`src/hdl/vector3_arithmetic_unit_core_assert.svh`:
```
// ----------------------------------------------------------------------------
// Assertion macros for the vector ALU core
// Clocked on clk, disabled during rst.
// ----------------------------------------------------------------------------
`ifndef VECTOR3_ARITHMETIC_UNIT_CORE_ASSERT_SVH
`define VECTOR3_ARITHMETIC_UNIT_CORE_ASSERT_SVH

// condition holds at every edge
`define V3AU_ASSERT(label, cond, msg) \
  label: assert property (@(posedge clk) disable iff (rst) (cond)) else $error(msg);

// antecedent implies consequent at the next edge
`define V3AU_ASSERT_NEXT(label, ante, cons, msg) \
  label: assert property (@(posedge clk) disable iff (rst) (ante) |=> (cons)) else $error(msg);

`endif

```
`src/hdl/v3au_pkg.sv`:
```
// ----------------------------------------------------------------------------
// v3au_pkg
// Widths, operation and status codes, pipeline record and fixed-point helpers.
// ----------------------------------------------------------------------------
`default_nettype none

package v3au_pkg;

  localparam int WORD_BITS = 32;
  localparam int FRAC_BITS = 16;
  localparam int QUO_BITS  = WORD_BITS + FRAC_BITS;
  localparam int SQ_BITS   = 2 * WORD_BITS;
  localparam int PROD_BITS = 2 * WORD_BITS + 2;
  localparam int IN_BITS   = ((4 + 7 * WORD_BITS + 7) / 8) * 8;
  localparam int OUT_BITS  = ((4 * WORD_BITS + 2 + 7) / 8) * 8;

  localparam logic [3:0] F_ADD   = 4'd0;
  localparam logic [3:0] F_ADDS  = 4'd1;
  localparam logic [3:0] F_ADDSC = 4'd2;
  localparam logic [3:0] F_SUB   = 4'd3;
  localparam logic [3:0] F_SCALE = 4'd4;
  localparam logic [3:0] F_DOT   = 4'd5;
  localparam logic [3:0] F_PROD  = 4'd6;
  localparam logic [3:0] F_CROSS = 4'd7;
  localparam logic [3:0] F_MAG   = 4'd8;
  localparam logic [3:0] F_NORM  = 4'd9;

  localparam logic [1:0] ST_OK   = 2'd0;
  localparam logic [1:0] ST_SAT  = 2'd1;
  localparam logic [1:0] ST_ZERO = 2'd2;

  localparam logic signed [PROD_BITS-1:0] WORD_MAX =
    $signed({{(PROD_BITS-WORD_BITS+1){1'b0}}, {(WORD_BITS-1){1'b1}}});
  localparam logic signed [PROD_BITS-1:0] WORD_MIN =
    $signed({{(PROD_BITS-WORD_BITS+1){1'b1}}, {(WORD_BITS-1){1'b0}}});
  localparam logic signed [PROD_BITS-1:0] FRAC_ONES =
    $signed({{(PROD_BITS-FRAC_BITS){1'b0}}, {FRAC_BITS{1'b1}}});

  typedef struct packed {
    logic [3:0]                     func;
    logic [2:0][WORD_BITS-1:0]      a_raw;
    logic [2:0][WORD_BITS-1:0]      a_abs;
    logic [2:0]                     a_neg;
    logic [3:0][WORD_BITS-1:0]      res;
    logic                           sat;
    logic [SQ_BITS-1:0]             rem_sq;
    logic [WORD_BITS-1:0]           root;
    logic [2:0][WORD_BITS-1:0]      drem;
    logic [2:0][QUO_BITS-1:0]       quo;
  } pipe_t;

  function automatic logic signed [PROD_BITS-1:0] trunc_frac(
    input logic signed [PROD_BITS-1:0] p);
    logic signed [PROD_BITS-1:0] bias;
    bias = p[PROD_BITS-1] ? FRAC_ONES : '0;
    return (p + bias) >>> FRAC_BITS;
  endfunction

  // {saturated, word}
  function automatic logic [WORD_BITS:0] sat_word(input logic signed [PROD_BITS-1:0] v);
    logic [WORD_BITS:0] r;
    if (v > WORD_MAX) begin
      r = {1'b1, WORD_MAX[WORD_BITS-1:0]};
    end else if (v < WORD_MIN) begin
      r = {1'b1, WORD_MIN[WORD_BITS-1:0]};
    end else begin
      r = {1'b0, v[WORD_BITS-1:0]};
    end
    return r;
  endfunction

endpackage

`default_nettype wire

```
`src/hdl/v3au_div_cell.sv`:
```
// ----------------------------------------------------------------------------
// v3au_div_cell
// One quotient bit of the three normalize divisions by the magnitude.
// ----------------------------------------------------------------------------
`default_nettype none

module v3au_div_cell import v3au_pkg::*; #(
  parameter int BIT = 0
) (
  input  wire logic  clk,
  input  wire logic  rst,
  input  wire logic  en,
  input  wire logic  in_valid,
  input  wire pipe_t in_pipe,
  output logic       out_valid,
  output pipe_t      out_pipe
);

  localparam bit HAS_BIT = (BIT >= FRAC_BITS);
  localparam int NIDX    = HAS_BIT ? BIT - FRAC_BITS : 0;

  pipe_t nxt;

  always_comb begin
    logic             nbit;
    logic [WORD_BITS:0] sh;
    nxt = in_pipe;
    for (int i = 0; i < 3; i++) begin
      nbit = HAS_BIT ? in_pipe.a_abs[i][NIDX] : 1'b0;
      sh   = {in_pipe.drem[i], nbit};
      if (sh >= {1'b0, in_pipe.root}) begin
        nxt.drem[i]     = WORD_BITS'(sh - {1'b0, in_pipe.root});
        nxt.quo[i][BIT] = 1'b1;
      end else begin
        nxt.drem[i] = sh[WORD_BITS-1:0];
      end
    end
  end

  always_ff @(posedge clk) begin
    if (rst) begin
      out_valid <= 1'b0;
    end else if (en) begin
      out_valid <= in_valid;
    end
  end

  always_ff @(posedge clk) begin
    if (en) begin
      out_pipe <= nxt;
    end
  end

endmodule

`default_nettype wire

```
`config.mk`:
```
export PLATFORM = sky130hd
export DESIGN_NAME = v3au_div_cell
export DESIGN_NICKNAME = d
export VERILOG_FILES = /design/src/hdl/vector3_arithmetic_unit_core_assert.svh /design/src/hdl/v3au_pkg.sv /design/src/hdl/v3au_div_cell.sv
export SDC_FILE = /design/constraint.sdc
export NUM_CORES = 1
export LEC_CHECK = 0
export BUFFER_PORTS_ARGS = -buffer_cell sky130_fd_sc_hd__buf_2
export CAP_MARGIN = 20
export CORE_AREA = 2 2 514 516
export CTS_CLUSTER_DIAMETER = 60
export DETAILED_ROUTE_END_ITERATION = 8
export DIE_AREA = 0 0 516 518
export PLACE_DENSITY = 0.3
export SLEW_MARGIN = 5
export SYNTH_ARGS = -nofsm -noshare
export SYNTH_HDL_FRONTEND = slang
export SYNTH_SLANG_ARGS = --single-unit
```
`constraint.sdc`:
```
create_clock -name clk -period 3.7 [get_ports clk]
set_input_delay 0.37 -clock clk [delete_from_list [all_inputs] [get_ports clk]]
set_output_delay 0.37 -clock clk [all_outputs]
set_load 0.02 [all_outputs]
```
Word-level counts from Yosys, hierarchy flattened. Cells that the tools add are included. W data, S select, Z words.

Register bits after elaboration: 665. Input bits: 668. Output and inout port bits: 665. Word-level logic and storage cells: 37.

Add/subtract/negate cells: 3. Magnitude comparators: 3. Mux-type cells: 3.

Operators by type and width (number): $ge A33 B32 Y1 (3); $mux W32 (3); $sub A32 B32 Y32 (3).

Longest topological paths before layout. Gate-level depths: netlist (run 1).

Word-level depth: 2. Mapped depth: 13. Gate-level depth less buffers: 11.

Least setup slack after synthesis (run 1). No wires, ideal clock.

Path kind: input to register. Start: input in_pipe[241] (netlist name). End: register out_pipe[181] (netlist name), data pin. Library setup time: 260 ps. Data arrival time: 2816 ps. Data required time: 3440 ps. Path slack: 623 ps. Stages on the path: 11. Buffers on the path: 1. Path through: inv_1 -> ha_1 -> nor2b_1 -> o31a_1 -> o31a_1 -> a211o_1 -> a221o_2 -> a21oi_4 -> o21ai_4 -> buf_12 -> mux2_4.

RTL lines: start: declaration (line v3au_div_cell.sv:14) `input wire pipe_t in_pipe,`; end signal: assignment (line v3au_div_cell.sv:50) `out_pipe <= nxt;`; end: declaration (line v3au_div_cell.sv:16) `output pipe_t out_pipe`.

==> flow_metrics.py, run 1 <==
metrics = {
    "finish": {
        "multi_input_area_sq_mm": 0.00643,
        "final_cells": 7528,
        "drive_gt1_share_pct": 42.5,
        "fill_cells": 28900,
        "fin_area_sq_mm": 0.0491,
        "syn2layout_area_growth_pct": 82.8,
        "regArea_sq_mm": 0.0200,
        "final_nets": 4636,
        "final_common_cell": "buf_2",
        "most-common-layout-cells": "buf_2, edfxtp_1, dlygate4sd3_1, clkbuf_16, a21oi_1",
    },
    "die": {
        "start_util_pct": 10.3,
        "coreArea_sq_mm": 0.262,
        "die_w_um": 516,
        "die_area_sq_mm": 0.267,
        "ios": 1333,
        "dieHeight_um": 518,
        "rows": 188,
    },
    "setup_path": {
        "endpoint_kind": "register",
        "start_kind": "input pin",
        "reg2reg_setup_slack_ns": 2.57,
        "required_ns": 4.21,
        "critPathKind": "in -> reg",
        "critPathMaxFanout": 10,
        "worstPathArrival_ns": 4.04,
    },
    "route": {
        "first_pass_iters": 5,
        "totalWireLength_um": 206000,
        "drtAntennaViolNets": 0,
        "wl_met3_um": 13300,
        "post_drt_wl_per_cell_um": 27.4,
        "top_layer_used": "met5",
        "met1_length_um": 76600,
        "wl_met2_um": 109000,
        "num_vias": 24700,
        "via_per_inst": 3.28,
        "initialDrtViolationCount": 1566,
        "drc_errors": 0,
    },
    "timing": {
        "fin_crit_ns": 3.53,
        "slew_viol_final": 0,
        "timing.final.ws_setup_ns": 0.174,
        "timing.fmax_ghz": 0.284,
        "setup_viol": 0,
        "period_share_pct": 95.3,
        "tightestPinTransition_ns": 0.983,
        "rsz0062_at_grt": "no",
        "hold_violations": 0,
        "finalClockSkew_ns": 0,
        "slew_headroom_pct": 34.5,
    },
    "global_route": {
        "grt_max_degree": 75,
        "grt_pass1_wl_um": 258000,
        "grt_antenna_before_repair": 160,
        "grtUsageTotal_pct": 14.7,
        "grt_pass1_vias": 25100,
        "gr-total-overflow": 0,
    },
    "run_status": {
        "outcome": "finished, final reports clean",
    },
    "power": {
        "max-vdd-ir-drop_uv": 370,
        "p_leak_nw": 20.0,
        "power_density_mw_per_mm2": 507,
    },
    "yosys": {
        "synth.ff_latch_count": 665,
        "ys_warn_count": 0,
        "syn_inst": 1689,
        "ys.flop_type": "edfxtp_1",
        "syn-num-nets": 2456,
        "yosysSeqAreaShare_pct": 74.3,
        "synth_area_sq_mm": 0.0269,
        "synth-async-reset-ratio_pct": 0,
        "avgSynthCellArea_sq_um": 15.9,
        "synth_cell_types": 76,
        "synth-edff-count": 664,
    },
    "placement": {
        "hpwlAfterDp_um": 176000,
        "dp_slack_ns": -0.102,
        "dp.cells": 6610,
        "gp_congestion": 0.861,
        "io_buffers": 1332,
        "post_dp_cell_area_sq_mm": 0.0387,
    },
    "cts": {
        "clk_pin_slew_ns": 0.06,
        "ctsHtreeMaxLevel": 3,
        "post-cts-setup-buffers": 0,
        "cts-root-buf": "clkbuf_16",
        "clock-sinks": 665,
        "clk-insertion-delay-late_ns": 0.77,
        "clockBufferDepth": 4,
        "cts_inserted_buffers": 111,
        "cts_tree": "built",
    },
    "worst_hold_path": {
        "hp-class": "in -> reg",
    },
    "run": {
        "drv_cap": 0,
    },
}
critical path: stages:
cell           delay [ns]
dlygate4sd3_1        0.53
buf_2                0.20
inv_1                0.14
buf_4                0.18
ha_1                 0.44
inv_1                0.13
nor2_1               0.15
nand3_1              0.13
nor4_1               0.44
a211o_1              0.24
a21oi_4              0.05
o21ai_4              0.44
buf_4                0.28
mux2_4               0.31
where the power goes:
| part | total [W] | switching [W] | internal [W] |
|---|---|---|---|
| clock | 0.0104 | 0.00422 | 0.00618 |
| combinational | 0.00514 | 0.00327 | 0.00186 |
| sequential | 0.00936 | 0.000249 | 0.00911 |
cell type report:
type                       instances  share of cell area [%]
sequential                       665                    40.7
timing repair buffer            2112                    29.1
multi-input combinational        910                    13.1
tap                             3515                    8.96
clock buffer                     129                    5.93
clock inverter                    75                    1.45
inverter                          69                   0.528
antenna                           53                   0.270
layer usage:
metal  track usage, %  up-vias
li1                 -    11000
met1             15.9    12200
met2             28.0     1050
met3             3.70      357
met4             3.98       66
met5                0        -
registers in the layout, indices dropped and copies added (netlist names):
signal,cells
out_pipe,664
out_valid,1
cell usage after synthesis, drive strengths merged, types with 27 or more instances:
master	number	area [sq um]
o21ai	75	387
ha	96	1200
edfxtp	664	19900
xor2	29	254
nand3	27	135
nor2	93	349
clkbuf	32	120
nand2	88	330
mux2	33	465
a21o	51	384
inv	69	259
xnor2	43	377
a21oi	114	582
worst paths after layout:
path / from / to / cells after the start
max: in_pipe[265] / out_pipe[199] / 14
min: en / out_pipe[275] / 1
max reg2reg: out_valid / out_valid / 3
min reg2reg: out_valid / out_valid / 3
repair_timing:
item	CTS	global route
hold endpoints to repair	660	0
hold buffers	661	0
endpoints found under the setup margin	0	3
resized for setup	0	1
kinds of logic (layout without fill, tap and decap cells):
kind of cell | after synthesis | count (layout) | share of synthesized area [%]
other | 0 | 53 | 0
buffers and inverters | 114 | 2385 | 1.80
xor gates and xnor gates | 72 | 72 | 2.35
DFF | 665 | 665 | 74.3
AOI/OAI and AO/OA | 380 | 380 | 9.24
muxes | 39 | 39 | 1.96
adders and majority gates | 99 | 99 | 4.70
and+or+nand+nor | 320 | 320 | 5.66
through the flow:
stage	TNS [ns]	hold WS, ns	util (%)	power (W)
6_report	0	0.118	18.8	0.0249
5_1_grt	0	0.0859	18.8	0.0259
4_1_cts	0	0.0306	18.7	0.0255
3_5_place_dp	-1.96	0.499	14.8	0.0141
3_3_place_gp	-0.403	0.476	14.8	0.0141
2_1_floorplan	0	0.442	-	0.0114
(Power assumes the default switching activity.)
==> run 2, diff against run 1 <==
MAX_ROUTING_LAYER = met4   (was default)
==> flow_metrics.py, run 2 (synthesis gave the netlist of run 1 again) <==
metrics = {
    "cts": {
        "cts_inserted_buffers": 111,
        "cts_tree": "built",
        "clockBufferDepth": 4,
        "post-cts-setup-buffers": 0,
        "cts-root-buf": "clkbuf_16",
        "clk-insertion-delay-late_ns": 0.77,
        "clk_pin_slew_ns": 0.05,
        "clock-sinks": 665,
        "ctsHtreeMaxLevel": 3,
    },
    "power": {
        "max-vdd-ir-drop_uv": 377,
        "intPower_w": 0.0171,
        "combPwrFrac_pct": 20.7,
        "p_leak_nw": 20.0,
        "power_density_mw_per_mm2": 507,
        "power_frac_clock_pct": 41.8,
        "switching_share_pct": 31.1,
        "seq_power_share_pct": 37.6,
        "switchingPower_w": 0.00775,
    },
    "route": {
        "via_per_inst": 3.28,
        "post_drt_wl_per_cell_um": 27.3,
        "first_pass_iters": 5,
        "num_vias": 24700,
        "initialDrtViolationCount": 1452,
        "drtAntennaViolNets": 0,
        "totalWireLength_um": 206000,
        "drc_errors": 0,
    },
    "setup_path": {
        "start_kind": "input pin",
        "crit_chain": "dlygate4sd3_1, buf_2, inv_1, buf_4, ha_1, inv_1, nor2_1, nand3_1, nor4_1, a211o_1, a21oi_4, o21ai_4, buf_4, mux2_4",
        "critPathSlowestCell": "dlygate4sd3_1",
        "worstPathArrival_ns": 4.02,
        "endpoint_kind": "register",
        "critPathKind": "in -> reg",
        "required_ns": 4.21,
        "cp_slowest_stage_delay_ns": 0.53,
        "critPathMaxFanout": 10,
    },
    "finish": {
        "reg_top3": "out_pipe (664), out_valid (1)",
        "final_common_cell": "buf_2",
        "most-common-layout-cells": "buf_2, edfxtp_1, dlygate4sd3_1, clkbuf_16, a21oi_1",
        "largest_register_ffs": 664,
        "fill_cells": 29000,
        "final_nets": 4636,
        "syn2layout_area_growth_pct": 82.9,
        "drive_gt1_share_pct": 42.5,
        "regArea_sq_mm": 0.0200,
        "multi_input_area_sq_mm": 0.00643,
        "top_register": "out_pipe",
    },
    "timing": {
        "slew_viol_final": 0,
        "period_share_pct": 94.6,
        "finalClockSkew_ns": 0,
        "setup_viol": 0,
        "fin_crit_ns": 3.50,
        "finalSetupTns_ns": 0,
        "timing.final.ws_setup_ns": 0.198,
        "tightestPinTransition_ns": 0.981,
        "slew_headroom_pct": 34.6,
        "hold_violations": 0,
        "rsz0062_at_grt": "no",
        "timing.fmax_ghz": 0.286,
    },
    "placement": {
        "io_buffers": 1332,
        "hpwlAfterDp_um": 176000,
        "dp_slack_ns": -0.102,
        "gp_congestion": 0.875,
    },
    "run_status": {
        "outcome": "finished, final reports clean",
    },
    "global_route": {
        "grt_antenna_before_repair": 137,
        "grtUsageTotal_pct": 15.2,
        "gr-total-overflow": 0,
        "grt_pass1_wl_um": 258000,
        "grt_pass1_vias": 25200,
        "grt_max_degree": 75,
    },
    "die": {
        "rows": 188,
        "start_util_pct": 10.3,
        "dieHeight_um": 518,
        "ios": 1333,
        "die_w_um": 516,
        "coreArea_sq_mm": 0.262,
        "die_area_sq_mm": 0.267,
    },
    "run": {
        "drv_cap": 0,
    },
    "worst_hold_path": {
        "hp-class": "in -> reg",
    },
}
==> run 2: worst max-delay path, delay by kind of cell <==
| kind | cells | cell delay [ns] |
|---|---|---|
| buf+inv | 6 | 1.44 |
| fa+ha+maj | 1 | 0.44 |
| simple gates | 3 | 0.72 |
| mux | 1 | 0.31 |
| compound gates | 3 | 0.73 |
==> run 2: area by class of cell <==
class | count | area share, %
well taps | 3515 | 8.95
clock inverters | 75 | 1.44
diodes | 69 | 0.351
multi-input cells | 910 | 13.1
repair buffers | 2112 | 29.1
flip-flops and latches | 665 | 40.6
clock buffers | 129 | 5.92
inverters | 69 | 0.527
==> run 2: worst paths after layout <==
path / startpoint / to / slack, ns / cells after the start
setup reg to reg: out_valid / out_valid / 2.57 / 3
hold / removal: in_pipe[231] / out_pipe[232] / 0.11 / 4
hold reg to reg: out_valid / out_valid / 1.04 / 3
setup / recovery: in_pipe[265] / out_pipe[199] / 0.20 / 14
==> run 2: metal layers <==
metal	global-route usage, %	vias to the layer above	wire, um
met1	16.1	12300	77800
met5	-	-	0
met2	28.0	1091	109000
met4	4.19	0	6390
li1	-	11000	-
met3	3.28	307	12700
==> run 2: power groups by stage <==
stage	Clock (W)	Combinational (W)	Sequential (W)
after floorplan	0	0.00109	0.0103
after global placement	0	0.00463	0.00951
after detailed placement	0	0.00460	0.00949
after CTS	0.0108	0.00533	0.00937
after global routing	0.0110	0.00544	0.00942
final	0.0104	0.00514	0.00936
==> run 2: per-stage QoR <==
| step | hold WS (ns) | std cells | cell area [sq um] | utilization (%) | power [W] |
|---|---|---|---|---|---|
| 2_1_floorplan | 0.442 | 1689 | 26900 | - | 0.0114 |
| 3_3_place_gp | 0.476 | 6610 | 38700 | 14.8 | 0.0141 |
| 3_5_place_dp | 0.499 | 6610 | 38700 | 14.8 | 0.0141 |
| 4_1_cts | 0.0306 | 7475 | 49000 | 18.7 | 0.0255 |
| 5_1_grt | 0.0847 | 7528 | 49100 | 18.8 | 0.0259 |
| 6_report | 0.114 | 7544 | 49100 | 18.8 | 0.0249 |
==> run 2: repair_timing <==
action	in CTS	in global routing
hold endpoints to repair	660	0
hold buffers	661	0
gates resized for setup	0	1
endpoints found under the setup margin	0	3
==> run 3, diff against run 2 <==
clock period = 3 ns   (was 3.7 ns; I/O delays follow)
==> flow_metrics.py, run 3 (synthesis gave the netlist of run 1 again) <==
metrics = {
    "global_route": {
        "grt_antenna_before_repair": 135,
        "grt_pass1_vias": 26100,
        "grtUsageTotal_pct": 15.5,
        "grt_max_degree": 108,
        "gr-total-overflow": 0,
        "grt_pass1_wl_um": 264000,
    },
    "placement": {
        "gp_congestion": 0.860,
        "dp.cells": 6865,
        "hpwlAfterDp_um": 179000,
        "io_buffers": 1332,
    },
    "cts": {
        "clockBufferDepth": 4,
        "cts_tree": "built",
        "ctsHtreeMaxLevel": 3,
        "cts_inserted_buffers": 114,
        "clk-insertion-delay-late_ns": 0.79,
        "clock-sinks": 665,
        "post-cts-setup-buffers": 0,
        "clk_pin_slew_ns": 0.05,
        "cts-root-buf": "clkbuf_16",
    },
    "timing": {
        "timing.fmax_ghz": 0.338,
        "period_share_pct": 98.7,
        "slew_viol_final": 0,
        "slew_headroom_pct": 39.2,
        "finalSetupTns_ns": 0,
        "fin_crit_ns": 2.96,
        "rsz0062_at_grt": "yes",
        "hold_violations": 0,
        "finalClockSkew_ns": 0,
        "hold_slack_ns": 0.103,
        "setup_viol": 0,
        "tightestPinTransition_ns": 0.913,
    },
    "route": {
        "initialDrtViolationCount": 1530,
        "totalWireLength_um": 210000,
        "num_vias": 25600,
        "drc_errors": 0,
        "post_drt_wl_per_cell_um": 26.9,
        "first_pass_iters": 5,
        "via_per_inst": 3.28,
        "drtAntennaViolNets": 0,
    },
    "setup_path": {
        "reg2reg_to": "out_valid",
        "start_kind": "input pin",
        "reg2reg_from": "out_valid",
        "worstPathArrival_ns": 3.50,
        "reg2reg_depth": 3,
        "critPathMaxFanout": 20,
        "required_ns": 3.54,
        "critPathKind": "in -> reg",
        "reg2reg_setup_slack_ns": 1.87,
        "endpoint_kind": "register",
    },
    "power": {
        "power_density_mw_per_mm2": 621,
        "max-vdd-ir-drop_uv": 469,
        "p_leak_nw": 21.4,
    },
    "die": {
        "start_util_pct": 10.3,
        "dieHeight_um": 518,
        "rows": 188,
        "coreArea_sq_mm": 0.262,
        "die_w_um": 516,
        "ios": 1333,
        "die_area_sq_mm": 0.267,
    },
    "finish": {
        "most-common-layout-cells": "buf_2, edfxtp_1, dlygate4sd3_1, buf_4, clkbuf_16",
        "largest_register_ffs": 664,
        "syn2layout_area_growth_pct": 91.2,
        "fill_cells": 29000,
        "drive_gt1_share_pct": 46.5,
        "top_register": "out_pipe",
        "final_cells": 7804,
        "final_nets": 4894,
        "reg_top3": "out_pipe (664), out_valid (1)",
        "final_common_cell": "buf_2",
    },
    "worst_hold_path": {
        "hp-class": "in -> reg",
        "min_path_cells": 2,
        "hp-start": "in_pipe[240]",
        "min_delay_worst_endpoint": "out_pipe[208]",
    },
    "run": {
        "drv_cap": 0,
    },
    "run_status": {
        "outcome": "finished, final reports clean",
    },
}
## run 3: worst max-delay path by stage
stage / slack [ns] / start / endpoint / cells after the start
floorplan: 0.02 / in_pipe[241] / out_pipe[181] / 11
global placement: -0.78 / in_pipe[250] / out_pipe[229] / 15
detailed placement: -0.70 / in_pipe[250] / out_pipe[231] / 14
CTS: 0.0007 / in_pipe[179] / out_pipe[179] / 12
global route: -0.005 / in_pipe[241] / out_pipe[232] / 13
finish: 0.04 / in_pipe[187] / out_pipe[182] / 12
## run 3: worst max-delay path, stage by stage
cell and delay [ns]:
dlygate4sd3_1 0.61, buf_2 0.16, ha_1 0.30, a21oi_1 0.22
o21ai_1 0.13, a22o_1 0.25, a211o_1 0.30, a221o_2 0.41
a21oi_4 0.18, o21ai_4 0.12, buf_12 0.18, mux2_4 0.31
## run 3: power by group
group / internal, W / switching, W / total (W) / leakage (nW)
sequential: 0.0112 / 0.000310 / 0.0115 / 6.51
combinational: 0.00262 / 0.00413 / 0.00676 / 13.0
clock: 0.00823 / 0.00534 / 0.0136 / 1.86
total: 0.0221 / 0.00978 / 0.0319 / 21.4
## run 3: layer usage
metal  vias to the layer above  GRT usage, %  part of all wire, %
li1                      11600             -                    -
met4                         0          5.29                  4.0
met1                     12600          16.3                   38
met3                       322          3.36                  5.9
met5                         -             -                    0
met2                      1102          28.3                   53
## run 3: repair_timing
action / CTS / global route
gates resized for setup: 0 / 20
endpoints found under the setup margin: 0 / 46
hold endpoints to repair: 712 / 0
hold buffers: 662 / 0
## run 3: layout make-up
class | instances | area [sq um] | share of cell area, %
clock inverter | 87 | 951 | 1.85
inverter | 69 | 259 | 0.504
sequential | 665 | 20000 | 38.9
antenna | 68 | 170 | 0.331
clock buffer | 123 | 2890 | 5.62
multi-input combinational | 910 | 6510 | 12.7
timing repair buffer | 2367 | 16200 | 31.6
tap | 3515 | 4400 | 8.56
## run 3: stage by stage
| step | worst slack (ns) | utilization, % | area (sq um) | total power (W) |
|---|---|---|---|---|
| 2_1_floorplan | 0.0175 | - | 26900 | 0.0141 |
| 3_3_place_gp | -0.785 | 15.5 | 40600 | 0.0179 |
| 3_5_place_dp | -0.702 | 15.5 | 40600 | 0.0178 |
| 4_1_cts | 0.000665 | 19.5 | 51100 | 0.0326 |
| 5_1_grt | -0.00525 | 19.6 | 51300 | 0.0331 |
| 6_report | 0.0391 | 19.6 | 51400 | 0.0319 |
