## src/hdl/vector3_arithmetic_unit_core_assert.svh

```systemverilog
// ----------------------------------------------------------------------------
// Assertion macros for the vector ALU core
// Clocked on clk, disabled during rst.
// ----------------------------------------------------------------------------
`ifndef VECTOR3_ARITHMETIC_UNIT_CORE_ASSERT_SVH
`define VECTOR3_ARITHMETIC_UNIT_CORE_ASSERT_SVH

// condition holds at every edge
`define V3AU_ASSERT(label, cond, msg) \
  label: assert property (@(posedge clk) disable iff (rst) (cond)) else $error(msg);

// antecedent implies consequent at the next edge
`define V3AU_ASSERT_NEXT(label, ante, cons, msg) \
  label: assert property (@(posedge clk) disable iff (rst) (ante) |=> (cons)) else $error(msg);

`endif

```

## src/hdl/v3au_pkg.sv

```systemverilog
// ----------------------------------------------------------------------------
// v3au_pkg
// Widths, operation and status codes, pipeline record and fixed-point helpers.
// ----------------------------------------------------------------------------
`default_nettype none

package v3au_pkg;

  localparam int WORD_BITS = 32;
  localparam int FRAC_BITS = 16;
  localparam int QUO_BITS  = WORD_BITS + FRAC_BITS;
  localparam int SQ_BITS   = 2 * WORD_BITS;
  localparam int PROD_BITS = 2 * WORD_BITS + 2;
  localparam int IN_BITS   = ((4 + 7 * WORD_BITS + 7) / 8) * 8;
  localparam int OUT_BITS  = ((4 * WORD_BITS + 2 + 7) / 8) * 8;

  localparam logic [3:0] F_ADD   = 4'd0;
  localparam logic [3:0] F_ADDS  = 4'd1;
  localparam logic [3:0] F_ADDSC = 4'd2;
  localparam logic [3:0] F_SUB   = 4'd3;
  localparam logic [3:0] F_SCALE = 4'd4;
  localparam logic [3:0] F_DOT   = 4'd5;
  localparam logic [3:0] F_PROD  = 4'd6;
  localparam logic [3:0] F_CROSS = 4'd7;
  localparam logic [3:0] F_MAG   = 4'd8;
  localparam logic [3:0] F_NORM  = 4'd9;

  localparam logic [1:0] ST_OK   = 2'd0;
  localparam logic [1:0] ST_SAT  = 2'd1;
  localparam logic [1:0] ST_ZERO = 2'd2;

  localparam logic signed [PROD_BITS-1:0] WORD_MAX =
    $signed({{(PROD_BITS-WORD_BITS+1){1'b0}}, {(WORD_BITS-1){1'b1}}});
  localparam logic signed [PROD_BITS-1:0] WORD_MIN =
    $signed({{(PROD_BITS-WORD_BITS+1){1'b1}}, {(WORD_BITS-1){1'b0}}});
  localparam logic signed [PROD_BITS-1:0] FRAC_ONES =
    $signed({{(PROD_BITS-FRAC_BITS){1'b0}}, {FRAC_BITS{1'b1}}});

  typedef struct packed {
    logic [3:0]                     func;
    logic [2:0][WORD_BITS-1:0]      a_raw;
    logic [2:0][WORD_BITS-1:0]      a_abs;
    logic [2:0]                     a_neg;
    logic [3:0][WORD_BITS-1:0]      res;
    logic                           sat;
    logic [SQ_BITS-1:0]             rem_sq;
    logic [WORD_BITS-1:0]           root;
    logic [2:0][WORD_BITS-1:0]      drem;
    logic [2:0][QUO_BITS-1:0]       quo;
  } pipe_t;

  function automatic logic signed [PROD_BITS-1:0] trunc_frac(
    input logic signed [PROD_BITS-1:0] p);
    logic signed [PROD_BITS-1:0] bias;
    bias = p[PROD_BITS-1] ? FRAC_ONES : '0;
    return (p + bias) >>> FRAC_BITS;
  endfunction

  // {saturated, word}
  function automatic logic [WORD_BITS:0] sat_word(input logic signed [PROD_BITS-1:0] v);
    logic [WORD_BITS:0] r;
    if (v > WORD_MAX) begin
      r = {1'b1, WORD_MAX[WORD_BITS-1:0]};
    end else if (v < WORD_MIN) begin
      r = {1'b1, WORD_MIN[WORD_BITS-1:0]};
    end else begin
      r = {1'b0, v[WORD_BITS-1:0]};
    end
    return r;
  endfunction

endpackage

`default_nettype wire

```

## src/hdl/v3au_sqrt_cell.sv

```systemverilog
// ----------------------------------------------------------------------------
// v3au_sqrt_cell
// One root bit of the integer square root of the sum of squares.
// ----------------------------------------------------------------------------
`default_nettype none

module v3au_sqrt_cell import v3au_pkg::*; #(
  parameter int BIT = 0
) (
  input  wire logic  clk,
  input  wire logic  rst,
  input  wire logic  en,
  input  wire logic  in_valid,
  input  wire pipe_t in_pipe,
  output logic       out_valid,
  output pipe_t      out_pipe
);

  pipe_t nxt;

  always_comb begin
    logic [SQ_BITS:0] trial;
    logic [SQ_BITS:0] rem_x;
    trial = ((SQ_BITS+1)'(in_pipe.root) << (BIT + 1)) + ((SQ_BITS+1)'(1) << (2 * BIT));
    rem_x = {1'b0, in_pipe.rem_sq};
    nxt   = in_pipe;
    if (rem_x >= trial) begin
      nxt.rem_sq    = SQ_BITS'(rem_x - trial);
      nxt.root[BIT] = 1'b1;
    end
  end

  always_ff @(posedge clk) begin
    if (rst) begin
      out_valid <= 1'b0;
    end else if (en) begin
      out_valid <= in_valid;
    end
  end

  always_ff @(posedge clk) begin
    if (en) begin
      out_pipe <= nxt;
    end
  end

endmodule

`default_nettype wire

```

## config.mk

```make
export PLATFORM = sky130hd
export DESIGN_NAME = v3au_sqrt_cell
export DESIGN_NICKNAME = d
export VERILOG_FILES = /design/src/hdl/vector3_arithmetic_unit_core_assert.svh /design/src/hdl/v3au_pkg.sv /design/src/hdl/v3au_sqrt_cell.sv
export SDC_FILE = /design/constraint.sdc
export NUM_CORES = 1
export LEC_CHECK = 0
export BUFFER_PORTS_ARGS = -buffer_cell sky130_fd_sc_hd__buf_2
export CORE_AREA = 2 2 523 525
export DETAILED_ROUTE_END_ITERATION = 7
export DIE_AREA = 0 0 525 527
export SLEW_MARGIN = 10
export SYNTH_ARGS = -nofsm -noshare
export SYNTH_HDL_FRONTEND = slang
export SYNTH_SLANG_ARGS = --single-unit
```

## constraint.sdc

```tcl
create_clock -name clk -period 2.6 [get_ports clk]
set_input_delay 0.26 -clock clk [delete_from_list [all_inputs] [get_ports clk]]
set_output_delay 0.26 -clock clk [all_outputs]
set_load 0.1 [all_outputs]
```

# == Word level (Yosys, flattened, before mapping) ==
# Index checks and enable logic that the tools add are counted.
# classes
n_mux,1
n_lt_le_gt_ge,1
add_sub_neg,2
# ops
cell,n
64-bit by 34-bit >= comparator with 1-bit output,1
64-bit 2-to-1 mux,1
64-bit by 34-bit subtractor with 64-bit output,1
33-bit by 1-bit adder with 34-bit output (second input constant),1
# totals
word_cells,27
regBits,665
output_inout_bits,665
input_bits,668

# == Longest topological paths before layout ==
# Gate-level depths: netlist of the first run.
# logic_depth
depth_word,3
ltp_mapped,13
depth_no_buf,11

# == Worst setup path after synthesis of the first run ==
# No wires, ideal clock.
# synth_path
kind,input-to-reg
startpoint,input in_pipe[240] (netlist bit)
endpoint,"register out_pipe[316] (netlist bit), data pin"
t_arrival_ps,2624
t_required_ps,2342
setup_slack_ps,-282
path_buffers,0
stages,10
path_cell_list,inv_1 fa_1 a211oi_1 o21ai_1 a211o_1 a211oi_2 o21ai_2 a211oi_4 nand2_1 xnor2_1
# synth_lines
item,line_no,rtl
from (decl),v3au_sqrt_cell.sv:14,"input wire pipe_t in_pipe,"
to (signal assigned),v3au_sqrt_cell.sv:43,out_pipe <= nxt;
to (decl),v3au_sqrt_cell.sv:16,output pipe_t out_pipe

==> metrics, run 1 <==
status=finished with violations; failing checks=setup timing; die area=276,700 um^2; fraction of layout cells with a size suffix above 1=0.4927; Fmax achieved=380.5 MHz; Setup WS post-layout=-0.02815 ns; synthesized instance count=1,164; reg-to-reg slack, setup=1.47 ns; initial antenna violation count=202; TritonCTS buffer count=95; Routed WL=233,400 um; CP max stage delay=0.49 ns; Die Wd=525 um; Worst EP arrival=3.13 ns; Hold Crit Class=in2reg; Placed Cells=6,299; Final ANT Viol Nets=0; Peak VDD IR=480.1 uV; Sequential Power Share=0.347; r2r endpoint=out_valid$_SDFFE_PP0P_; highest metal used=met5; CP Launch Point=in_pipe[247]; Cell Count, Final, Fillers Out=7,165; worst reg2reg path depth=3; kind of start point of the critical path=input port; Place WS=-0.8246 ns; Clock Skews=0 ns; R2R Path Start=out_valid$_SDFFE_PP0P_; HPWL Detailed=204,800 um; Clock Sinks=665; first-pass GRT wire length=279,800 um; GRT overflow=0; Max-Cap Viols=0; Core Util, Final=0.1700; Max FO, Critical Path=7; DIE HEIGHT=527 um; Post-synth EDFFs=664; dpl cell area=36,330 um^2; required time of the critical path=3.11 ns; Max Buffers Root-to-Sink=4; CTS root buf=clkbuf_16; Syn Area/Cell=19.94 um^2; Cell Chain, Critical Path=buf_2 -> inv_1 -> ha_1 -> buf_4 -> nand2_1 -> o21ai_0 -> a221oi_1 -> nand3b_1 -> o21a_1 -> a21oi_4 -> nand3_1 -> xnor2_1; DRC=0; critical path class=in2reg; Initial Util=0.08543; post-CTS setup buffer count=0; Routability Congestion=0.9520; Worst slew margin=0.3793; Slowest-stage cell, CP=a221oi_1; power share of the clock group=0.349; Synth async-reset ratio=0; input/output buffers=1,332; Reg clk slew, reported paths=0.06 ns; pwr dens=825.7 nW/um^2; vias post-DR=21.58k; syn_nets=1,866; fin nets=4,178; 1st-pass router iterations=5; number of global-route vias before repair=22.43k; Final Cycle Share=1.011; final hold violation count=0; H-tree depth=3; Worst Max-Slew Pin Slew=0.9375 ns; core area=271,700 um^2; Final setup viols=5; max-slew violation count=0; #FFs+latches synth=665; Layout area overhead=98.95%; worst setup path endpoint=out_pipe[335]$_DFFE_PP_; post-route cell area=46,180 um^2; register area share after synthesis=0.8599; routed wl met3=37,770 um; synthesized cell area=23,210 um^2; CTS tree=done; cell-internal power=22.72 mW; NetSw=15.41 mW; Via density=3.012; YS warnings=0; Netlist cell types=69; Iter 0 DRT Violations=1,269; main flop type after synthesis=edfxtp_1; largest net degree at the start of global routing=55; RSZ-0062 raised after global routing=false; Comb power frac=0.304; met2 WL=101,700 um; wire length per cell=32.58 um; Pleak=18.62 nW; Tot GR Track Use=0.1630; wl on met1=87,160 um; Power, Total=38.13 mW; clk_lat worst skew=0.78 ns; sw frac=0.4042; CP endpoint kind=register; I/O pin count=1,333; row count=192; Tmin final=2.628 ns
state kept, by name, summed over array words and instances (netlist names):
name and cells:
out_valid 1, out_pipe 664
critical path: cells and delay by family:
family | cells | cell delay, ns
AO/OA/AOI/OAI | 4 | 1.45
adder cells (fa/ha/maj) | 1 | 0.40
XOR/XNOR | 1 | 0.15
buffers and inverters | 3 | 0.34
AND/OR/NAND/NOR | 3 | 0.51
routing by layer:
metal	up-vias	track usage
li1	9210	-
met1	10390	0.1779
met2	1475	0.2543
met3	488	0.1162
met4	24	0.03607
met5	-	0
power groups by stage:
stage / combinational [mW] / clock, mW / sequential (mW)
floorplan: 0.558 / 0 / 19.7
global placement: 10.7 / 0 / 13.5
detailed placement: 10.7 / 0 / 13.4
CTS: 11.7 / 13.9 / 13.3
global route: 12.0 / 14.1 / 13.3
finish: 11.6 / 13.3 / 13.2
cell usage in the layout (no fill, tap or decap), types with 5 or more instances in the layout:
| master | instances |
|---|---|
| and3_1 | 5 |
| inv_6 | 5 |
| nor3_1 | 8 |
| or3_1 | 11 |
| bufinv_16 | 10 |
| o21bai_1 | 5 |
| nor4_1 | 7 |
| xor2_1 | 18 |
| ha_1 | 31 |
| inv_1 | 34 |
| edfxtp_1 | 664 |
| buf_4 | 221 |
| clkinv_2 | 19 |
| o21a_1 | 8 |
| a21o_1 | 12 |
| dlygate4sd3_1 | 668 |
| nor2_1 | 65 |
| clkinvlp_4 | 12 |
| clkinv_1 | 11 |
| clkbuf_16 | 95 |
| clkbuf_1 | 14 |
| xnor2_1 | 42 |
| diode_2 | 28 |
| a31oi_1 | 11 |
| o211ai_1 | 6 |
| nor2b_1 | 5 |
| nand3_1 | 13 |
| nand4_1 | 13 |
| nand2_1 | 34 |
| buf_2 | 1331 |
| buf_12 | 18 |
| a21oi_1 | 58 |
| o21ai_0 | 18 |
Yosys cell counts, types with 4 or more instances:
library cell | n | area (um^2)
a211oi_1 | 4 | 30.03
a21o_1 | 12 | 90.09
a21oi_1 | 59 | 295.3
a31oi_1 | 11 | 68.82
and3_1 | 6 | 37.54
and4_1 | 4 | 35.03
buf_2 | 7 | 35.03
clkbuf_1 | 13 | 48.80
edfxtp_1 | 664 | 19940
ha_1 | 33 | 412.9
inv_1 | 34 | 127.6
nand2_1 | 34 | 127.6
nand3_1 | 13 | 65.06
nand4_1 | 13 | 81.33
nor2_1 | 65 | 244.0
nor2b_1 | 5 | 31.28
nor3_1 | 8 | 40.04
nor4_1 | 7 | 43.79
o211ai_1 | 6 | 45.04
o21a_1 | 8 | 60.06
o21ai_0 | 18 | 90.09
o21bai_1 | 5 | 37.54
or3_1 | 11 | 68.82
or4_1 | 4 | 30.03
xnor2_1 | 42 | 367.9
xor2_1 | 18 | 157.7
area by class of cell:
cell class / instances / area, um^2
fillers: 30080 / 225500
flip-flops and latches: 665 / 19960
inverters: 34 / 127.6
diodes: 28 / 70.07
repair buffers: 2239 / 15380
clock buffers: 109 / 2430
clock inverters: 60 / 625.6
well taps: 3589 / 4491
multi-input cells: 441 / 3095
how the worst min path moves through the flow:
stage	start	to	cells after the start
CTS	in_pipe[660]	out_pipe[660]$_DFFE_PP_	2
global placement	rst	out_valid$_SDFFE_PP0P_	2
global route	in_pipe[53]	out_pipe[53]$_DFFE_PP_	2
finish	in_pipe[14]	out_pipe[14]$_DFFE_PP_	2
detailed placement	rst	out_valid$_SDFFE_PP0P_	2
floorplan	rst	out_valid$_SDFFE_PP0P_	1
cell families after synthesis:
group / synth area share
multiplexers: 0.002372
AND/OR/NAND/NOR: 0.04345
AO/OA/AOI/OAI: 0.04237
buffers and inverters: 0.01067
flip-flops: 0.8599
adder cells (fa/ha/maj): 0.01865
XOR/XNOR: 0.02264
through the flow:
stage	hold slack [ns]	TNS [ns]
global placement	0.4185	-36.50
floorplan	0.3324	0
global route	0.05613	0
finish	0.1211	-0.09370
CTS	0.02079	0
detailed placement	0.4181	-35.98
what timing repair did:
item,in CTS,in global routing
gates resized for setup,0,4
hold endpoints to repair,693,0
endpoints found under the setup margin,0,18
hold buffers,668,0
No activity file was read; power rests on OpenSTA's default activity.
==> inputs of run 2 (changes only) <==
==> constraint.sdc (replaced) <==
create_clock -name clk -period 2.6 [get_ports clk]
set_input_delay 0.52 -clock clk [delete_from_list [all_inputs] [get_ports clk]]
set_output_delay 0.52 -clock clk [all_outputs]
set_load 0.1 [all_outputs]
==> metrics, run 2 (same netlist as run 1, synthesis figures left out) <==
power share of the clock group=0.352; 1st-pass router iterations=5; Iter 0 DRT Violations=1,119; Clock Skews=0 ns; Slowest-stage cell, CP=nor4b_4; Most flops, register=out_pipe; sum of negative setup slack=-0.01151 ns; I/O pin count=1,333; row count=192; vias post-DR=21.21k; GRT overflow=0; CP endpoint kind=register; Peak VDD IR=497.9 uV; die area=276,700 um^2; CTS tree=done; fin nets=4,079; Tmin final=2.612 ns; Tot GR Track Use=0.1594; Clock Sinks=665; Fmax achieved=382.9 MHz; Initial Util=0.08543; Final ANT Viol Nets=0; dpl cell area=36,350 um^2; Reg clk slew, reported paths=0.05 ns; Via density=2.997; Routed WL=228,400 um; Pleak=18.26 nW; largest net degree at the start of global routing=66; Setup WS post-layout=-0.01151 ns; failing checks=setup timing; CP max stage delay=0.36 ns; NetSw=15.57 mW; Crit path top cell by count=buf_4; CTS root buf=clkbuf_16; Final Cycle Share=1.004; initial antenna violation count=192; Placed Cells=6,252; kind of start point of the critical path=input port; Die Wd=525 um; Place WS=-1.357 ns; max reg flops=664; Power, Total=38.23 mW; Cell Count, Final, Fillers Out=7,075; Cell Chain, Critical Path=buf_2 -> inv_12 -> ha_4 -> buf_4 -> nand3b_4 -> nor4b_4 -> buf_4 -> o211ai_1 -> nand3_4 -> buf_4 -> buf_12 -> nor2_1 -> a21oi_1; TritonCTS buffer count=97; Routability Congestion=0.9229; pwr dens=834.5 nW/um^2; input/output buffers=1,332; most common cell after layout, fill and taps aside=buf_2; DRC=0; core area=271,700 um^2; most frequent cells in the layout=buf_2, edfxtp_1, dlygate4sd3_1; final hold violation count=0; critical path class=in2reg; RSZ-0062 raised after global routing=false; Core Util, Final=0.1686; Worst slew margin=0.4642; Final setup viols=1; post-route cell area=45,810 um^2; fraction of layout cells with a size suffix above 1=0.5161; cell-internal power=22.66 mW; Max Buffers Root-to-Sink=4; max-slew violation count=0; required time of the critical path=3.12 ns; Worst EP arrival=3.13 ns; number of global-route vias before repair=22.09k; Worst Max-Slew Pin Slew=0.8093 ns; HPWL Detailed=199,800 um; clk_lat worst skew=0.78 ns; DIE HEIGHT=527 um; number of buffer and inverter stages on the critical path=6; Layout area overhead=97.35%; Max FO, Critical Path=23; sw frac=0.4072; first-pass GRT wire length=274,200 um; H-tree depth=3; Worst Hold Margin=0.05493 ns; status=finished with violations; Max-Cap Viols=0; wire length per cell=32.29 um; Comb power frac=0.301; Sequential Power Share=0.347; Top Registers=out_pipe x664, out_valid x1; CP delay by family, top=buffers and inverters; Hold Crit Class=in2reg
[run 2: cell count changes in the layout (fill, tap and decap cells not counted), sizes merged]
cell         before   now
clkbuf          109   104
clkinv           33    36
diode            28    35
inv              39    46
bufinv           10     8
clkinvlp         12    13
dlygate4sd3     668   605
buf            1571  1534
a21oi            61    60
[run 2: power groups by stage]
stage / clock network (mW) / registers (mW) / logic (mW)
floorplan: 0 / 19.7 / 0.655
global placement: 0 / 13.5 / 10.7
detailed placement: 0 / 13.5 / 10.7
CTS: 14.0 / 13.3 / 11.6
global route: 14.3 / 13.4 / 11.9
finish: 13.5 / 13.3 / 11.5
[run 2: path summary, 6_finish.rpt]
kind | from | endpoint | slack, ns | cells after the start
worst max-delay path | in_pipe[269] | out_pipe[286]$_DFFE_PP_ | -0.01 | 13
worst min-delay path | in_valid | out_valid$_SDFFE_PP0P_ | 0.05 | 3
worst max register to register | out_valid$_SDFFE_PP0P_ | out_valid$_SDFFE_PP0P_ | 2.00 | 2
worst min register to register | out_valid$_SDFFE_PP0P_ | out_valid$_SDFFE_PP0P_ | 0.54 | 2
[run 2: timing repair]
action	CTS	global route
hold buffers	605	0
pin swaps	3	8
endpoints found under the setup margin	54	24
gates resized for setup	9	12
endpoints found under the hold margin	605	0
buffers inserted	3	7
[run 2: worst min-delay path, delay by kind of cell]
kind	cells	cell delay, ns
buffers and inverters	1	0.11
multiplexers	1	0.07
AND/OR/NAND/NOR	1	0.09
[run 2: area by class of cell]
type,count,area (um^2)
antenna,35,87.58
clock buffer,104,2454
clock inverter,69,681.9
fill,29920,225900
inverter,34,162.7
multi-input combinational,440,3461
sequential,665,19960
tap,3589,4491
timing repair buffer,2139,14510
[run 2: layer usage]
layer	routed length, um	share of wire	up-vias	GRT usage
met5	139	0.00061	-	0
met3	32310	0.14	450	0.09770
met1	89350	0.39	10290	0.1817
met2	98620	0.43	1417	0.2463
li1	-	-	9031	-
met4	8025	0.035	20	0.04645
==> inputs of run 3 (changes only) <==
Settings changed: PLACE_DENSITY set to 0.32.
==> metrics, run 3 (same netlist as run 1, synthesis figures left out) <==
status=completed; Most Crowded Layer GR=met2; fillcell total=30.18k; clk_lat worst skew=0.77 ns; H-tree depth=3; fin nets=4,122; Routed WL=178,900 um; Layout area overhead=98.02%; Pleak=18.40 nW; wire length per cell=25.24 um; HPWL Detailed=152,800 um; sum of negative setup slack=0 ns; Power, Total=37.31 mW; TritonCTS buffer count=93; required time of the critical path=3.06 ns; core area=271,700 um^2; Tmin final=2.597 ns; post-route cell area=45,960 um^2; Max-Cap Viols=0; Sequential Power Share=0.353; Final Cycle Share=0.9989; worst reg2reg path depth=3; I/O pin count=1,333; CTS tree=done; Tot GR Track Use=0.1245; max-slew violation count=0; Hold Crit Class=in2reg; first-pass GRT wire length=225,400 um; Worst slew margin=0.4923; Worst EP arrival=3.06 ns; Clock Sinks=665; sw frac=0.3921; RSZ-0062 raised after global routing=true; Routability Congestion=0.9014; die area=276,700 um^2; Worst Max-Slew Pin Slew=0.7668 ns; Initial Util=0.08543; Cell Count, Final, Fillers Out=7,089; vias post-DR=20.56k; Worst Hold Margin=0.1329 ns; Final setup viols=0; worst setup path endpoint=out_pipe[296]$_DFFE_PP_; reg-to-reg slack, setup=1.47 ns; Peak VDD IR=484.0 uV; largest net degree at the start of global routing=78; multi-input logic area=3502 um^2; Reg clk slew, reported paths=0.06 ns; DRC=0; Max Buffers Root-to-Sink=4; number of global-route vias before repair=21.52k; Slowest-stage cell, CP=xnor2_1; Place WS=-1.362 ns; pwr dens=811.8 nW/um^2; Cell Chain, Critical Path=buf_2 -> inv_8 -> ha_4 -> a21o_1 -> buf_4 -> a31oi_1 -> o221ai_4 -> or2_4 -> buf_4 -> a21o_1 -> xnor2_1 -> a21oi_1; GRT overflow=0; row count=192; Register Area=19,960 um^2; Iter 0 DRT Violations=1,147; CP max stage delay=0.42 ns; most frequent cells in the layout=buf_2, edfxtp_1, dlygate4sd3_1; Placed Cells=6,307; Max FO, Critical Path=3; dpl cell area=36,700 um^2; M3 GR Usage=0.05453; R2R Path Start=out_valid$_SDFFE_PP0P_; CTS root buf=clkbuf_16; final hold violation count=0; Final ANT Viol Nets=0; critical path class=in2reg; kind of start point of the critical path=input port; CP Launch Point=in_pipe[250]; grt met2 use=0.2094; DIE HEIGHT=527 um; Top Registers=out_pipe x664, out_valid x1; Fmax achieved=385.1 MHz; input/output buffers=1,332; max reg flops=664; M1 GR Usage=0.1435; Setup WS post-layout=0.002961 ns; CP endpoint kind=register; Comb power frac=0.297; power share of the clock group=0.350; Most flops, register=out_pipe; Via density=2.900; 1st-pass router iterations=5; NetSw=14.63 mW; fraction of layout cells with a size suffix above 1=0.5232; most common cell after layout, fill and taps aside=buf_2; Clock Skews=0 ns; cell-internal power=22.68 mW; initial antenna violation count=83; Die Wd=525 um; r2r endpoint=out_valid$_SDFFE_PP0P_; Core Util, Final=0.1692
## run 3: repair_timing
action | 4_1_cts | 5_1_grt
pin swaps | 3 | 11
setup buffers | 4 | 3
resized for setup | 8 | 23
setup endpoints to repair | 51 | 41
hold buffers | 601 | 0
hold endpoints to repair | 600 | 0
## run 3: area by class of cell
| type | instances | share of cell area |
|---|---|---|
| multi-input cells | 440 | 0.07619 |
| clock buffers | 104 | 0.05153 |
| clock inverters | 59 | 0.01375 |
| inverters | 34 | 0.003539 |
| diodes | 12 | 0.0006533 |
| flip-flops and latches | 665 | 0.4342 |
| well taps | 3589 | 0.09770 |
| repair buffers | 2186 | 0.3224 |
## run 3: critical path: cells and delay by family
kind                     cells  cell delay, ns
adder cells (fa/ha/maj)      1            0.20
AND/OR/NAND/NOR              1            0.32
AO/OA/AOI/OAI                5            1.06
XOR/XNOR                     1            0.42
buffers and inverters        4            0.51
## run 3: how the worst min path moves through the flow
stage                              endpoint  depth (start not counted)                   start  slack, ns
floorplan            out_valid$_SDFFE_PP0P_                          1                     rst       0.59
detailed placement   out_valid$_SDFFE_PP0P_                          2  out_valid$_SDFFE_PP0P_       0.49
global placement     out_valid$_SDFFE_PP0P_                          2  out_valid$_SDFFE_PP0P_       0.48
finish              out_pipe[269]$_DFFE_PP_                          1            in_pipe[269]       0.13
CTS                 out_pipe[269]$_DFFE_PP_                          1            in_pipe[269]       0.03
global route        out_pipe[269]$_DFFE_PP_                          1            in_pipe[269]       0.06
## run 3: layer usage
metal | routed length [um] | up-vias | share of wire
met5 | 167 | - | 0.00093
met4 | 4990 | 26 | 0.028
met3 | 18220 | 286 | 0.10
met2 | 84960 | 1100 | 0.47
met1 | 70590 | 10070 | 0.39
li1 | - | 9082 | -
## run 3: power by group through the flow
stage / clock network [mW] / registers, mW / logic [mW]
2_1_floorplan: 0 / 19.7 / 0.655
3_3_place_gp: 0 / 13.4 / 10.4
3_5_place_dp: 0 / 13.4 / 10.4
4_1_cts: 13.7 / 13.2 / 11.3
5_1_grt: 14.0 / 13.3 / 11.5
6_report: 13.0 / 13.2 / 11.1
